**src/design/bpn_pkg.sv**
```systemverilog
// Shared types and constants for the five-class posterior normalizer.
`default_nettype none
package bpn_pkg;
  localparam int NCLASS     = 5;
  localparam int W_Q        = 16;
  localparam int W_PROD     = 32;
  localparam int W_SUM      = 35;
  localparam int W_REM      = 36;
  localparam int W_QUOT     = 17;
  localparam int NSTEP      = 17;
  localparam int FIFO_DEPTH = 4;
  localparam int W_CNT      = 3;
  localparam int W_IDX      = 3;
  localparam logic [W_Q-1:0] UNIFORM_Q16 = 16'd13107;
  localparam logic [W_Q-1:0] MAX_Q16     = 16'hFFFF;

  typedef enum logic [W_IDX-1:0] {
    REG_PRIOR_ELECTRON = 3'd0,
    REG_PRIOR_MUON     = 3'd1,
    REG_PRIOR_PION     = 3'd2,
    REG_PRIOR_KAON     = 3'd3,
    REG_PRIOR_PROTON   = 3'd4
  } reg_idx_t;

  typedef struct packed {
    logic [W_Q-1:0] weight_electron;
    logic [W_Q-1:0] weight_muon;
    logic [W_Q-1:0] weight_pion;
    logic [W_Q-1:0] weight_kaon;
    logic [W_Q-1:0] weight_proton;
  } in_req_t;

  typedef struct packed {
    logic [W_Q-1:0] post_electron;
    logic [W_Q-1:0] post_muon;
    logic [W_Q-1:0] post_pion;
    logic [W_Q-1:0] post_kaon;
    logic [W_Q-1:0] post_proton;
    logic           ok;
  } out_res_t;

  typedef struct packed {
    logic [NCLASS-1:0][W_PROD-1:0] prod;
    logic [W_SUM-1:0]              sum;
    logic                          zero;
  } job_t;

  typedef struct packed {
    logic [NCLASS-1:0][W_REM-1:0]  rem;
    logic [NCLASS-1:0][W_QUOT-1:0] quot;
    logic [W_SUM-1:0]              den;
    logic                          zero;
  } div_stage_t;
endpackage
`default_nettype wire

```
**src/design/bpn_front.sv**
```systemverilog
// Front end: prior registers, products, sum and zero-sum classification.
`default_nettype none
module bpn_front import bpn_pkg::*; (
  input  wire logic             clk,
  input  wire logic             rst_n,
  input  wire logic             cfg_valid,
  input  wire logic [W_IDX-1:0] cfg_index,
  input  wire logic [W_Q-1:0]   cfg_data,
  input  wire logic             in_fire,
  input  wire in_req_t          in_data,
  output logic [1:0]            inflight,
  output logic                  push,
  output job_t                  push_job
);
  logic [NCLASS-1:0][W_Q-1:0]    prior_r;
  logic [NCLASS-1:0][W_Q-1:0]    w;
  logic [NCLASS-1:0][W_PROD-1:0] prod_r;
  logic                          v1_r, v2_r;
  job_t                          job_r;
  logic [W_SUM-1:0]              sum_nxt;

  assign w = {in_data.weight_electron, in_data.weight_muon, in_data.weight_pion,
              in_data.weight_kaon, in_data.weight_proton};

  always_ff @(posedge clk) begin
    if (!rst_n) begin
      prior_r <= '0;
    end else if (cfg_valid) begin
      case (cfg_index)
        REG_PRIOR_ELECTRON: prior_r[4] <= cfg_data;
        REG_PRIOR_MUON:     prior_r[3] <= cfg_data;
        REG_PRIOR_PION:     prior_r[2] <= cfg_data;
        REG_PRIOR_KAON:     prior_r[1] <= cfg_data;
        REG_PRIOR_PROTON:   prior_r[0] <= cfg_data;
        default: ;
      endcase
    end
  end

  always_comb begin
    sum_nxt = '0;
    for (int k = 0; k < NCLASS; k++) sum_nxt = sum_nxt + W_SUM'(prod_r[k]);
  end

  always_ff @(posedge clk) begin
    if (!rst_n) begin
      v1_r <= 1'b0;
      v2_r <= 1'b0;
    end else begin
      v1_r <= in_fire;
      v2_r <= v1_r;
    end
    for (int k = 0; k < NCLASS; k++) prod_r[k] <= w[k] * prior_r[k];
    job_r.prod <= prod_r;
    job_r.sum  <= sum_nxt;
    job_r.zero <= (sum_nxt == '0);
  end

  assign inflight = {1'b0, v1_r} + {1'b0, v2_r};
  assign push     = v2_r;
  assign push_job = job_r;
endmodule
`default_nettype wire

```
**config.mk**
```make
export PLATFORM = sky130hd
export DESIGN_NAME = bpn_front
export DESIGN_NICKNAME = d
export VERILOG_FILES = /design/src/design/bpn_pkg.sv /design/src/design/bpn_front.sv
export SDC_FILE = /design/constraint.sdc
export NUM_CORES = 2
export LEC_CHECK = 0
export BUFFER_PORTS_ARGS = -buffer_cell sky130_fd_sc_hd__buf_4
export CAP_MARGIN = 20
export CORE_UTILIZATION = 60
export DETAILED_ROUTE_END_ITERATION = 12
export PLACE_DENSITY = 0.78
export SETUP_SLACK_MARGIN = 0.1
export SLEW_MARGIN = 40
export SYNTH_ARGS = -nofsm -noshare
export SYNTH_HDL_FRONTEND = slang
export SYNTH_SLANG_ARGS = --single-unit
```
**constraint.sdc**
```tcl
create_clock -name clk -period 10.49 [get_ports clk]
set_clock_uncertainty 0.05 [all_clocks]
set_input_delay 0.5245 -clock clk [delete_from_list [all_inputs] [get_ports clk]]
set_output_delay 0.5245 -clock clk [all_outputs]
set_load 0.05 [all_outputs]
```
* Yosys cells after proc, flatten, opt, wreduce, memory -nomap -nowiden *
Index checks and enable logic that the tools add are counted.

storage, ports and cells
  RAM bits = 0
  register bits after elaboration = 438
  word-level logic and storage cells = 40
  bits in latches = 0
  memories kept = 0
  ROM bits = 0
  output and inout bits = 199

cells by class
  div/mod/pow operators = 0
  $add $sub $neg = 5
  bitwise gates (word level) = 0
  equality and inequality tests = 4
  shifts and indexed selects = 0
  order comparisons = 0
  multiply operators = 5
  mux-type cells = 0
  reductions and logical operators = 7

operator list
  kind                  number
  $mul A16 B16 Y32      5
  $add A34 B32 Y35      1
  $add A35 B32 Y35      1
  $logic_not A35 Y1     1
  $add A33 B32 Y34      1
  $add A32 B32 Y33      1
  $reduce_and A2 Y1     5
  $eq A3 B2 Y1 const B  2
  $eq A3 B1 Y1 const B  1
  $eq A3 B3 Y1 const B  1
  $logic_not A3 Y1      1
  $add A1 B1 Y2         1

* Longest topological paths before layout *
  depth in word-level cells = 5
  depth in mapped cells = 25
  mapped depth without buffers = 24

* Worst setup path before layout *
No wires, ideal clock.

  path type = input to register
  start = input port in_data[15] (netlist bit)
  end = register prod_r[29] (netlist bit)
  stages = 22
  arrival = 6.349 ns
  path buffers = 1
  path slack = 4.019 ns
  cells stage by stage = clkbuf_1 nand2_1 fa_1 fa_1 inv_1 fa_1 fa_1 fa_1 inv_1 fa_1 inv_1 ha_1 a21o_1 a21o_1 a221oi_1 nand2_1 a41oi_1 o311a_1 a211oi_1 a311o_1 a21oi_1 xnor2_1

between the ends
  word-level cells in the longest chain between the ends = 1

ends and longest elaborated chain
  what              RTL line         text
  from (decl)       bpn_front.sv:10  input wire in_req_t in_data,
  $mul A16 B16 Y32  bpn_front.sv:53  for (int k = 0; k < NCLASS; k++) prod_r[k] <= w[k] * prior_r[k];
  to (decl)         bpn_front.sv:17  logic [NCLASS-1:0][W_PROD-1:0] prod_r;

No other way between the ends.
A chain may end at the register's enable or synchronous reset.

* Worst setup path in the final report *
  start = register prior_r[34] (netlist bit)
  end = register prod_r[94] (netlist bit)

between the ends
  word-level cells in the longest chain between the ends = 1

ends and longest elaborated chain
  what              RTL line         text
  from (decl)       bpn_front.sv:15  logic [NCLASS-1:0][W_Q-1:0] prior_r;
  $mul A16 B16 Y32  bpn_front.sv:53

No other way between the ends.

==> out/results.ini <==
[die]
rows = 111
die-area_sq_um = 95000
coreArea_sq_um = 92200
die_h_um = 308
die_x_um = 308
boundaryPins = 302
floorplan.initialDensity = 0.610

[logic_synthesis]
seq_area_frac_synth = 0.156
ys_ff_latch = 438
synthArstFlopShare = 0
yosys_warnings = 0
synth-main-ff-cell = dfxtp_1
synth_top_cell_area_share = 0.379
synth_edf_count = 0
ys_top_cells_by_count = inv_1, fa_1, nand2_1
syn-cell-area_sq_um = 56200
ys_types = 68
syn-num-nets = 7763
avgSynthCellArea_sq_um = 9.31
synth_top_area_cell = fa_1
synthTopCellsByArea = fa_1, dfxtp_1, ha_1
yosysMostFrequentCell = inv_1
synth_cells = 6039

[worst_setup_path]
rrSetupSlack_ns = 3.44
cp_data_required_time_ns = 11.01
crit_end = prod_r[94]
path_class = reg2reg
startpoint = prior_r[34]
critPathLaunchType = flip-flop
r2r_start = prior_r[34]
endpoint_kind = flip-flop
worstPathMaxFanout = 17
arrival_ns = 7.57
ff2ff_path_depth = 20
r2r_end = prod_r[94]

[grt]
use_met2 = 0.550
grt_usage = 0.347
grt_pass1_vias = 43595
grt_use_met3 = 0.0847
gr-total-overflow = 0
met1_usage = 0.445
grt_pass1_wl_mm = 247
busiest_layer = met2
antenna_found_initial = 6
grt_max_degree = 83

[sta]
relSlewSlack = 0.376
maxSlewViolCount = 0
fin_tns_setup_ns = 0
postLayoutSetupSlackWorst_ns = 3.44
worstMarginPinSlew_ns = 0.934
fin_crit_sh = 0.672
rsz0062_at_grt = false
timing.fmax_mhz = 142
layout_min_cycle_time_ns = 7.05
final_hold_viol_count = 0
setup_viol = 0

[clocking]
cts-resized-gates = 0
post_cts_buffers = 0
clkSinkCount = 438
htree_num_levels = 2
cts.clk_slew.worst_paths_ns = 0.06
clk_latency_ns = 0.65
clockBufferDepth = 3
cts.root.buffer_cell = clkbuf_16
cts_buffers = 52
cts_tree = built
holdBufCountCts = 0

[drt]
detail_route.wl_per_cell_um = 21.1
ant_nets = 0
drt-initial-drc-count = 3303
dr.pass1.iters = 8
drt-total-wl_mm = 158
vias_per_cell = 5.54
drc = 0
vias = 41433

[layout]
layout.nets = 7916
drive_gt1_frac = 0.0680
flow.area_growth_from_synthesis_pct = 8.71
postLayoutCellArea_sq_um = 61100

[flow_run]
cap_violations = 0

[pwr]
p_seq_frac = 0.328
intPower_mw = 3.88
combinationalPowerShare = 0.376
p_clk_frac = 0.295
ir_worst_vdd_v = 0.000141
switchingPower_mw = 2.74
power_mw = 6.62
powerDensity_nw_per_um2 = 108
switching_share = 0.414
leakage_nw = 32.1

[placement]
hpwlAfterDp_mm = 129
place_ws_ns = 3.59
port_buffers = 301
place_area_sq_um = 59300
gp_congestion = 0.972

[min_path]
holdCritPathClass = in2reg

[run_status]
status = completed

[layout make-up]
type	count	area [sq um]
Clock inverter	31	414
Fill cell	7444	31100
Antenna cell	5	12.5
Inverter	1357	5090
Timing Repair Buffer	302	2270
Tap cell	1243	1560
Sequential cell	438	8770
Multi-Input combinational cell	4041	41600
Clock buffer	63	1400
[worst min path at each step]
stage                      from  depth (start not counted)       endpoint
CTS                     in_fire                          2           v1_r
finish                  in_fire                          2           v1_r
global placement    prod_r[147]                          0  push_job[183]
detailed placement  prod_r[147]                          0  push_job[183]
global route            in_fire                          2           v1_r
floorplan            prod_r[65]                          0  push_job[101]
[metal layers]
metal / vias up / wire, um
met5: - / 46
met4: 8 / 9340
met3: 444 / 16000
met2: 1883 / 71900
met1: 20742 / 60700
li1: 18356 / -
[metrics by stage]
stage	std cells	hold WS, ns	utilization
after CTS	7474	0.0211	0.663
after global placement	7380	0.288	0.643
after floorplan	6039	0.281	-
after global routing	7475	0.0397	0.663
after detailed placement	7380	0.285	0.643
final	7480	0.0424	0.663
[cells by family (layout without fill, tap and decap cells)]
logic type | after synthesis | count (layout) | share of synthesized area
simple gates | 1749 | 1749 | 0.150
fa+ha+maj | 1621 | 1621 | 0.503
buf+inv | 1560 | 1753 | 0.104
compound gates | 504 | 504 | 0.0609
flops | 438 | 438 | 0.156
xor+xnor | 163 | 163 | 0.0254
mux | 4 | 4 | 0.000712
other cells | 0 | 5 | 0
[worst max-delay path, cell delays in order (launching register included)]
cell      delay (ns)
dfxtp_1         0.86
nand2_1         0.19
fa_1            0.55
fa_1            0.55
inv_1           0.05
fa_1            0.51
inv_1           0.06
fa_1            0.56
fa_1            0.44
fa_1            0.49
inv_1           0.05
ha_1            0.34
or3_1           0.37
o21ai_0         0.12
a31oi_1         0.16
a41oi_1         0.38
o31ai_1         0.18
a221o_1         0.33
a21o_1          0.23
a221oi_1        0.34
xnor2_1         0.16
[sequential cells by signal (all words and copies together), names as in the netlist]
signal    count
prod_r      160
push_job    196
push          1
prior_r      80
v1_r          1
[power by group through the flow]
stage	sequential (mW)	combinational [mW]	clock, mW
CTS	2.15	2.47	1.97
global route	2.17	2.73	2.03
floorplan	2.41	1.35	0
detailed placement	2.18	2.46	0
finish	2.17	2.49	1.96
global placement	2.19	2.41	0
[cell usage in the layout, fill, tap and decap left out, types with 53 or more instances in the layout]
cell	count
ha_1	556
a21oi_1	130
and2_1	604
inv_1	1357
nand2_1	908
o21ai_0	54
clkbuf_16	53
xnor2_1	116
a21boi_0	85
a21o_1	85
dfxtp_1	436
fa_1	1065
nor2_1	84
buf_4	301
Power figures use the tool's default switching activity.
