[src/design/bpn_pkg.sv]
// Shared types and constants for the five-class posterior normalizer.
`default_nettype none
package bpn_pkg;
  localparam int NCLASS     = 5;
  localparam int W_Q        = 16;
  localparam int W_PROD     = 32;
  localparam int W_SUM      = 35;
  localparam int W_REM      = 36;
  localparam int W_QUOT     = 17;
  localparam int NSTEP      = 17;
  localparam int FIFO_DEPTH = 4;
  localparam int W_CNT      = 3;
  localparam int W_IDX      = 3;
  localparam logic [W_Q-1:0] UNIFORM_Q16 = 16'd13107;
  localparam logic [W_Q-1:0] MAX_Q16     = 16'hFFFF;

  typedef enum logic [W_IDX-1:0] {
    REG_PRIOR_ELECTRON = 3'd0,
    REG_PRIOR_MUON     = 3'd1,
    REG_PRIOR_PION     = 3'd2,
    REG_PRIOR_KAON     = 3'd3,
    REG_PRIOR_PROTON   = 3'd4
  } reg_idx_t;

  typedef struct packed {
    logic [W_Q-1:0] weight_electron;
    logic [W_Q-1:0] weight_muon;
    logic [W_Q-1:0] weight_pion;
    logic [W_Q-1:0] weight_kaon;
    logic [W_Q-1:0] weight_proton;
  } in_req_t;

  typedef struct packed {
    logic [W_Q-1:0] post_electron;
    logic [W_Q-1:0] post_muon;
    logic [W_Q-1:0] post_pion;
    logic [W_Q-1:0] post_kaon;
    logic [W_Q-1:0] post_proton;
    logic           ok;
  } out_res_t;

  typedef struct packed {
    logic [NCLASS-1:0][W_PROD-1:0] prod;
    logic [W_SUM-1:0]              sum;
    logic                          zero;
  } job_t;

  typedef struct packed {
    logic [NCLASS-1:0][W_REM-1:0]  rem;
    logic [NCLASS-1:0][W_QUOT-1:0] quot;
    logic [W_SUM-1:0]              den;
    logic                          zero;
  } div_stage_t;
endpackage
`default_nettype wire

[src/design/bpn_fifo.sv]
// Short request queue between front end and divider.
`default_nettype none
module bpn_fifo import bpn_pkg::*; (
  input  wire logic        clk,
  input  wire logic        rst_n,
  input  wire logic        push,
  input  wire job_t        push_job,
  input  wire logic        pop,
  output logic             not_empty,
  output job_t             head,
  output logic [W_CNT-1:0] cnt
);
  job_t               mem [FIFO_DEPTH];
  logic [W_CNT-2:0]   wp_r, rp_r;
  logic [W_CNT-1:0]   cnt_r;
  logic               do_pop;

  assign do_pop    = pop && (cnt_r != '0);
  assign not_empty = (cnt_r != '0);
  assign head      = mem[rp_r];
  assign cnt       = cnt_r;

  always_ff @(posedge clk) begin
    if (push) mem[wp_r] <= push_job;
    if (!rst_n) begin
      wp_r  <= '0;
      rp_r  <= '0;
      cnt_r <= '0;
    end else begin
      if (push)   wp_r <= wp_r + 1'b1;
      if (do_pop) rp_r <= rp_r + 1'b1;
      cnt_r <= cnt_r + W_CNT'(push) - W_CNT'(do_pop);
    end
  end
endmodule
`default_nettype wire

[config.mk]
export PLATFORM = sky130hd
export DESIGN_NAME = bpn_fifo
export DESIGN_NICKNAME = d
export VERILOG_FILES = /design/src/design/bpn_pkg.sv /design/src/design/bpn_fifo.sv
export SDC_FILE = /design/constraint.sdc
export NUM_CORES = 1
export LEC_CHECK = 0
export BUFFER_PORTS_ARGS = -buffer_cell sky130_fd_sc_hd__buf_4
export CORE_MARGIN = 5
export CORE_UTILIZATION = 57
export DETAILED_ROUTE_END_ITERATION = 8
export PLACE_DENSITY = 0.79
export SETUP_SLACK_MARGIN = 0.2
export SLEW_MARGIN = 40
export SYNTH_ARGS = -nofsm -noshare
export SYNTH_HDL_FRONTEND = slang
export SYNTH_SLANG_ARGS = --single-unit
[constraint.sdc]
create_clock -name clk -period 7.66 [get_ports clk]
set_input_delay 0.383 -clock clk [delete_from_list [all_inputs] [get_ports clk]]
set_output_delay 0.383 -clock clk [all_outputs]
set_load 0.005 [all_outputs]
* Word level (Yosys, flattened, before mapping)
Memories as Yosys holds them, arrays and structs flattened. A register that Yosys moved wholly into a read port is not among the register bits. Index checks and enable logic that the tools add are counted.
Storage, ports and cells: register bits after elaboration 7, bits in latches 0, memory bits (writable) 784, bits in read-only memories 0, bits of input ports 200, output and inout port bits 200, logic and storage cells 14, memories 1
Cells by class: $add $sub $neg 4, $mul 0, div/mod/pow operators 0, $lt $le $gt $ge 0, eq/ne operators 0, shifts and indexed selects 0, muxes and demuxes 4, bitwise logic cells 0, reductions and logical operators 2
Memory list:
- mem | words 4, width 196, read ports 1, clocked after Yosys merged registers in 1, wr ports 1, RTL line bpn_fifo.sv:13 | job_t mem [FIFO_DEPTH];
Operator list (count):
- adder 2 x 1 -> 2 bit (second input constant) | 2
- 2-to-1 mux 2 bit | 2
- adder 3 x 1 -> 3 bit | 1
- nonzero test 3 bit | 1
- subtractor 3 x 1 -> 3 bit | 1
- 2-to-1 mux 1 bit | 2
- logical AND 1 bit | 1

* Depth between registers and ports, before layout
word-level depth 4, gate-level depth with buffers 7, depth with buffers taken out 7

* Worst setup path after synthesis
No wires, ideal clock.
path type register to register, start point register wp_r[0], end point memory mem[0][0] in the netlist's numbering, enable pin, library setup time 0.580 ns, data arrival time 5.000 ns, required time 7.080 ns, path slack 2.080 ns, cell stages (with the launch flop) 4, path buffers 0, clock period less this slack 5.580 ns, cell sequence dfxtp_1 > inv_1 > ha_1 > and2_1
RTL lines:
- from (decl) | RTL line bpn_fifo.sv:14 | logic [W_CNT-2:0] wp_r, rp_r;
- from (signal assigned) | RTL line bpn_fifo.sv:30 | if (push) wp_r <= wp_r + 1'b1;
- to (decl) | RTL line bpn_fifo.sv:13
No word-level cell before the write port.

==> impl_metrics.prom <==
# TYPE chip_impl_metric gauge
chip_impl_metric{name="ys_seq_elements",unit=""} 793
chip_impl_metric{name="grt_pass1_wl",unit="microns"} 95700
chip_impl_info{name="timing.critical_path.to",value="head[130]"} 1
chip_impl_metric{name="post_cts_buffers",unit=""} 0
chip_impl_metric{name="fp.dieH",unit="microns"} 235
chip_impl_metric{name="cts.path.max_buffers",unit=""} 3
chip_impl_metric{name="synth_fp_nets",unit=""} 1275
chip_impl_metric{name="period_share",unit=""} 0.476
chip_impl_metric{name="maxSlewHeadroom",unit=""} 0.437
chip_impl_metric{name="synth_largest_type_area_fraction",unit=""} 0.819
chip_impl_info{name="most_instantiated_library_cell_after_synthesis",value="edfxtp_1"} 1
chip_impl_metric{name="cts_made_buffers",unit=""} 76
chip_impl_metric{name="worstPathArrival",unit="ns"} 3.26
chip_impl_metric{name="grt_overflow",unit=""} 0
chip_impl_metric{name="nets",unit=""} 1924
chip_impl_metric{name="placementRows",unit=""} 82
chip_impl_info{name="crit-reg2reg-launch",value="wp_r[0]"} 1
chip_impl_info{name="cts_tree",value="built"} 1
chip_impl_info{name="top_signal_layer_used",value="met4"} 1
chip_impl_metric{name="synth-simple-area-share",unit=""} 0.00287
chip_impl_metric{name="die_width",unit="microns"} 235
chip_impl_metric{name="routed-wl-met2",unit="microns"} 34500
chip_impl_metric{name="ff2ff_setup_slack",unit="ns"} 4.72
chip_impl_info{name="ys_dominant_reg_cell",value="edfxtp_1"} 1
chip_impl_metric{name="synth_seq_area_share",unit=""} 0.825
chip_impl_info{name="outcome",value="finished clean"} 1
chip_impl_metric{name="synth_compound_gate_area_share",unit=""} 0.000609
chip_impl_info{name="yosysTopAreaCell",value="edfxtp_1"} 1
chip_impl_metric{name="cts_num_sinks",unit=""} 793
chip_impl_metric{name="port-buffer-count",unit=""} 399
chip_impl_metric{name="met1Wirelength",unit="microns"} 23600
chip_impl_metric{name="drt_first_pass_iters",unit=""} 5
chip_impl_metric{name="yosys.cell_types.count",unit=""} 19
chip_impl_metric{name="fin_hold_viols",unit=""} 0
chip_impl_metric{name="cts_resized",unit=""} 0
chip_impl_info{name="post_synth_main_area_contributors",value="edfxtp_1 (82%), mux4_2 (15%), buf_6 (0.67%)"} 1
chip_impl_metric{name="timing.final.max_slew_violations",unit=""} 0
chip_impl_metric{name="achievable_freq",unit="MHz"} 274
chip_impl_metric{name="worstSkewPairLatency",unit="ns"} 0.61
chip_impl_metric{name="grt_use_total",unit=""} 0.238
chip_impl_info{name="critical_path.startpoint_type",value="flip-flop"} 1
chip_impl_metric{name="synth_adder_area_share",unit=""} 0.00331
chip_impl_metric{name="synth_enable_flop_cells",unit=""} 784
chip_impl_metric{name="layout-drive-gt1-share",unit=""} 0.408
chip_impl_info{name="rr_endpoint",value="mem[3][91]"} 1
chip_impl_info{name="synth_top_family_by_area",value="multiplexers"} 1
chip_impl_metric{name="via_count_of_the_first_global_routing_pass",unit=""} 15300
chip_impl_metric{name="max_slew.worst_pin.slew",unit="ns"} 0.844
chip_impl_metric{name="syn-cell-area",unit="sq mm"} 0.0287
chip_impl_metric{name="maximum_number_of_pins_on_one_net_before_global_route_repair",unit=""} 68
chip_impl_info{name="timing_worst_setup_path_type",value="flip-flop to primary output"} 1
chip_impl_metric{name="final_routed_wirelength",unit="microns"} 65300
chip_impl_metric{name="antenna_found_initial",unit=""} 7
chip_impl_metric{name="drc",unit=""} 0
chip_impl_metric{name="cap_violations",unit=""} 0
chip_impl_metric{name="leakage",unit="nW"} 12.5
chip_impl_metric{name="drt-initial-drc-count",unit=""} 1036
chip_impl_metric{name="synth_mux_area_frac",unit=""} 0.155
chip_impl_metric{name="timing.reg2reg.worst_path_depth",unit=""} 4
chip_impl_metric{name="place.gp.congestion",unit=""} 0.750
chip_impl_metric{name="core_region_area",unit="sq mm"} 0.0501
chip_impl_metric{name="synthesis.yosys.warnings",unit=""} 0
chip_impl_info{name="synth_top_cells_by_count",value="edfxtp_1 (784), mux4_2 (196), buf_2 (21), buf_6 (17), dfxtp_1 (9)"} 1
chip_impl_metric{name="num_io_pins",unit=""} 400
chip_impl_info{name="end_kind",value="primary output"} 1
chip_impl_metric{name="totalPowerFinal",unit="mW"} 10.8
chip_impl_metric{name="h-tree-depth",unit=""} 3
chip_impl_metric{name="floorplan.die_area",unit="sq mm"} 0.0550
chip_impl_metric{name="via_per_inst",unit=""} 5.70
chip_impl_metric{name="worst_ep_required_time",unit="ns"} 7.28
chip_impl_metric{name="post-route-min-period",unit="ns"} 3.65
chip_impl_metric{name="route.vias.total",unit=""} 14000
chip_impl_info{name="grt_setup_unrepaired",value="false"} 1
chip_impl_metric{name="crit_fanout",unit=""} 66
chip_impl_info{name="cts.root.buffer_cell",value="clkbuf_16"} 1
chip_impl_metric{name="vdd_drop_max",unit="V"} 0.000216
chip_impl_metric{name="report.final.setup_viol",unit=""} 0
chip_impl_metric{name="synth-xor-area-share",unit=""} 0.00109
chip_impl_metric{name="post_synth.cell_area_avg",unit="sq um"} 26.9
chip_impl_metric{name="finalClockSkew",unit="ns"} 0.0227
chip_impl_metric{name="cts.clk_slew.worst_paths",unit="ns"} 0.06
chip_impl_metric{name="power-per-cell-area",unit="mW/mm^2"} 292
chip_impl_metric{name="setup_total_negative_slack",unit="ns"} 0
chip_impl_metric{name="async_reset_ff_frac",unit=""} 0
chip_impl_info{name="min-delay-path-class",value="primary input to flip-flop"} 1
chip_impl_metric{name="met3WireLength",unit="microns"} 5700
chip_impl_metric{name="area_growth_syn_to_layout",unit="%"} 28.5
chip_impl_metric{name="detail-route-antenna-nets",unit=""} 0
chip_impl_metric{name="drt-wirelength-per-cell",unit="microns"} 26.6
chip_impl_metric{name="post-dp-hpwl",unit="microns"} 35300
chip_impl_metric{name="starting_density_of_the_core",unit=""} 0.574
chip_impl_metric{name="final.fill_count",unit=""} 2646
chip_impl_metric{name="syn_inst",unit=""} 1068
## state kept, by name (all words and copies together) (netlist names), named ones only
name and count:
cnt 3, mem 784, rp_r 2, wp_r 2
## how the worst min path moves through the flow
stage                       start  depth (start not counted)   endpoint
after CTS                   rst_n                          2     cnt[1]
after global placement    rp_r[1]                          2  flip-flop
final                       rst_n                          2    wp_r[0]
after floorplan           rp_r[1]                          2  flip-flop
after detailed placement  rp_r[1]                          2  flip-flop
after global routing        rst_n                          2    wp_r[0]
## cells in the final DEF (no fill, tap or decap), types with 3 or more instances in the layout
cell type / Yosys / layout
clkbuf_16: 0 / 80
clkinv_1: 0 / 17
and2_1: 8 / 4
buf_6: 17 / 6
dlygate4sd3_1: 0 / 196
buf_4: 0 / 409
bufinv_16: 0 / 6
inv_1: 6 / 6
and2_4: 0 / 4
clkinv_2: 0 / 12
mux4_2: 196 / 196
ha_1: 6 / 6
dfxtp_1: 9 / 7
buf_12: 0 / 3
mux2i_1: 4 / 4
diode_2: 0 / 10
clkbuf_1: 6 / 15
edfxtp_1: 784 / 784
## cell type report
| type | instances | area, sq um | share of cell area |
|---|---|---|---|
| diodes | 10 | 25.0 | 0.000678 |
| clock buffers | 95 | 2060 | 0.0557 |
| inverters | 6 | 22.5 | 0.000610 |
| well taps | 672 | 841 | 0.0228 |
| flip-flops and latches | 793 | 23700 | 0.643 |
| multi-input cells | 225 | 4690 | 0.127 |
| repair buffers | 615 | 5190 | 0.140 |
| clock inverters | 41 | 375 | 0.0102 |
## through the flow
| stage | hold slack (ns) | instance area [sq um] | std cells | util | setup slack, ns |
|---|---|---|---|---|---|
| 6_report | 0.0877 | 36900 | 2457 | 0.738 | 4.01 |
| 5_1_grt | 0.0729 | 36900 | 2453 | 0.737 | 3.89 |
| 4_1_cts | 0.0446 | 36900 | 2447 | 0.737 | 3.99 |
| 3_5_place_dp | 0.476 | 32500 | 2115 | 0.649 | 4.66 |
| 3_3_place_gp | 0.451 | 32400 | 2112 | 0.648 | 4.39 |
| 2_1_floorplan | 0.449 | 28700 | 1068 | - | 2.08 |
## routing by layer
layer,track usage,vias to the layer above
met4,0.0719,0
met3,0.0638,89
met2,0.408,638
li1,-,5951
met1,0.304,7331
met5,0,-
## power breakdown
group	switching [mW]	internal, mW	leakage (nW)	total [mW]
Combinational	0.913	1.15	4.06	2.06
Clock	1.55	2.12	1.20	3.66
Sequential	0.0785	5.00	7.28	5.08
Total	2.54	8.26	12.5	10.8
## logic make-up after synthesis
| family | count (synthesis) |
|---|---|
| buffers and inverters | 50 |
| multiplexers | 200 |
| AO/OA/AOI/OAI | 2 |
| XOR/XNOR | 2 |
| flip-flops | 793 |
| adder cells (fa/ha/maj) | 7 |
| AND/OR/NAND/NOR | 14 |
## worst max-delay path, cell delays in order, from the launching register on
cell and delay, ns:
dfxtp_4 0.63, buf_4 0.66, buf_6 0.63, mux4_2 0.47
buf_4 0.17
## what timing repair did
action / 4_1_cts / 5_1_grt
hold buffers: 196 / 0
hold endpoints to repair: 784 / 0
setup endpoints to repair: 0 / 0
No activity file was read; power rests on OpenSTA's default activity.
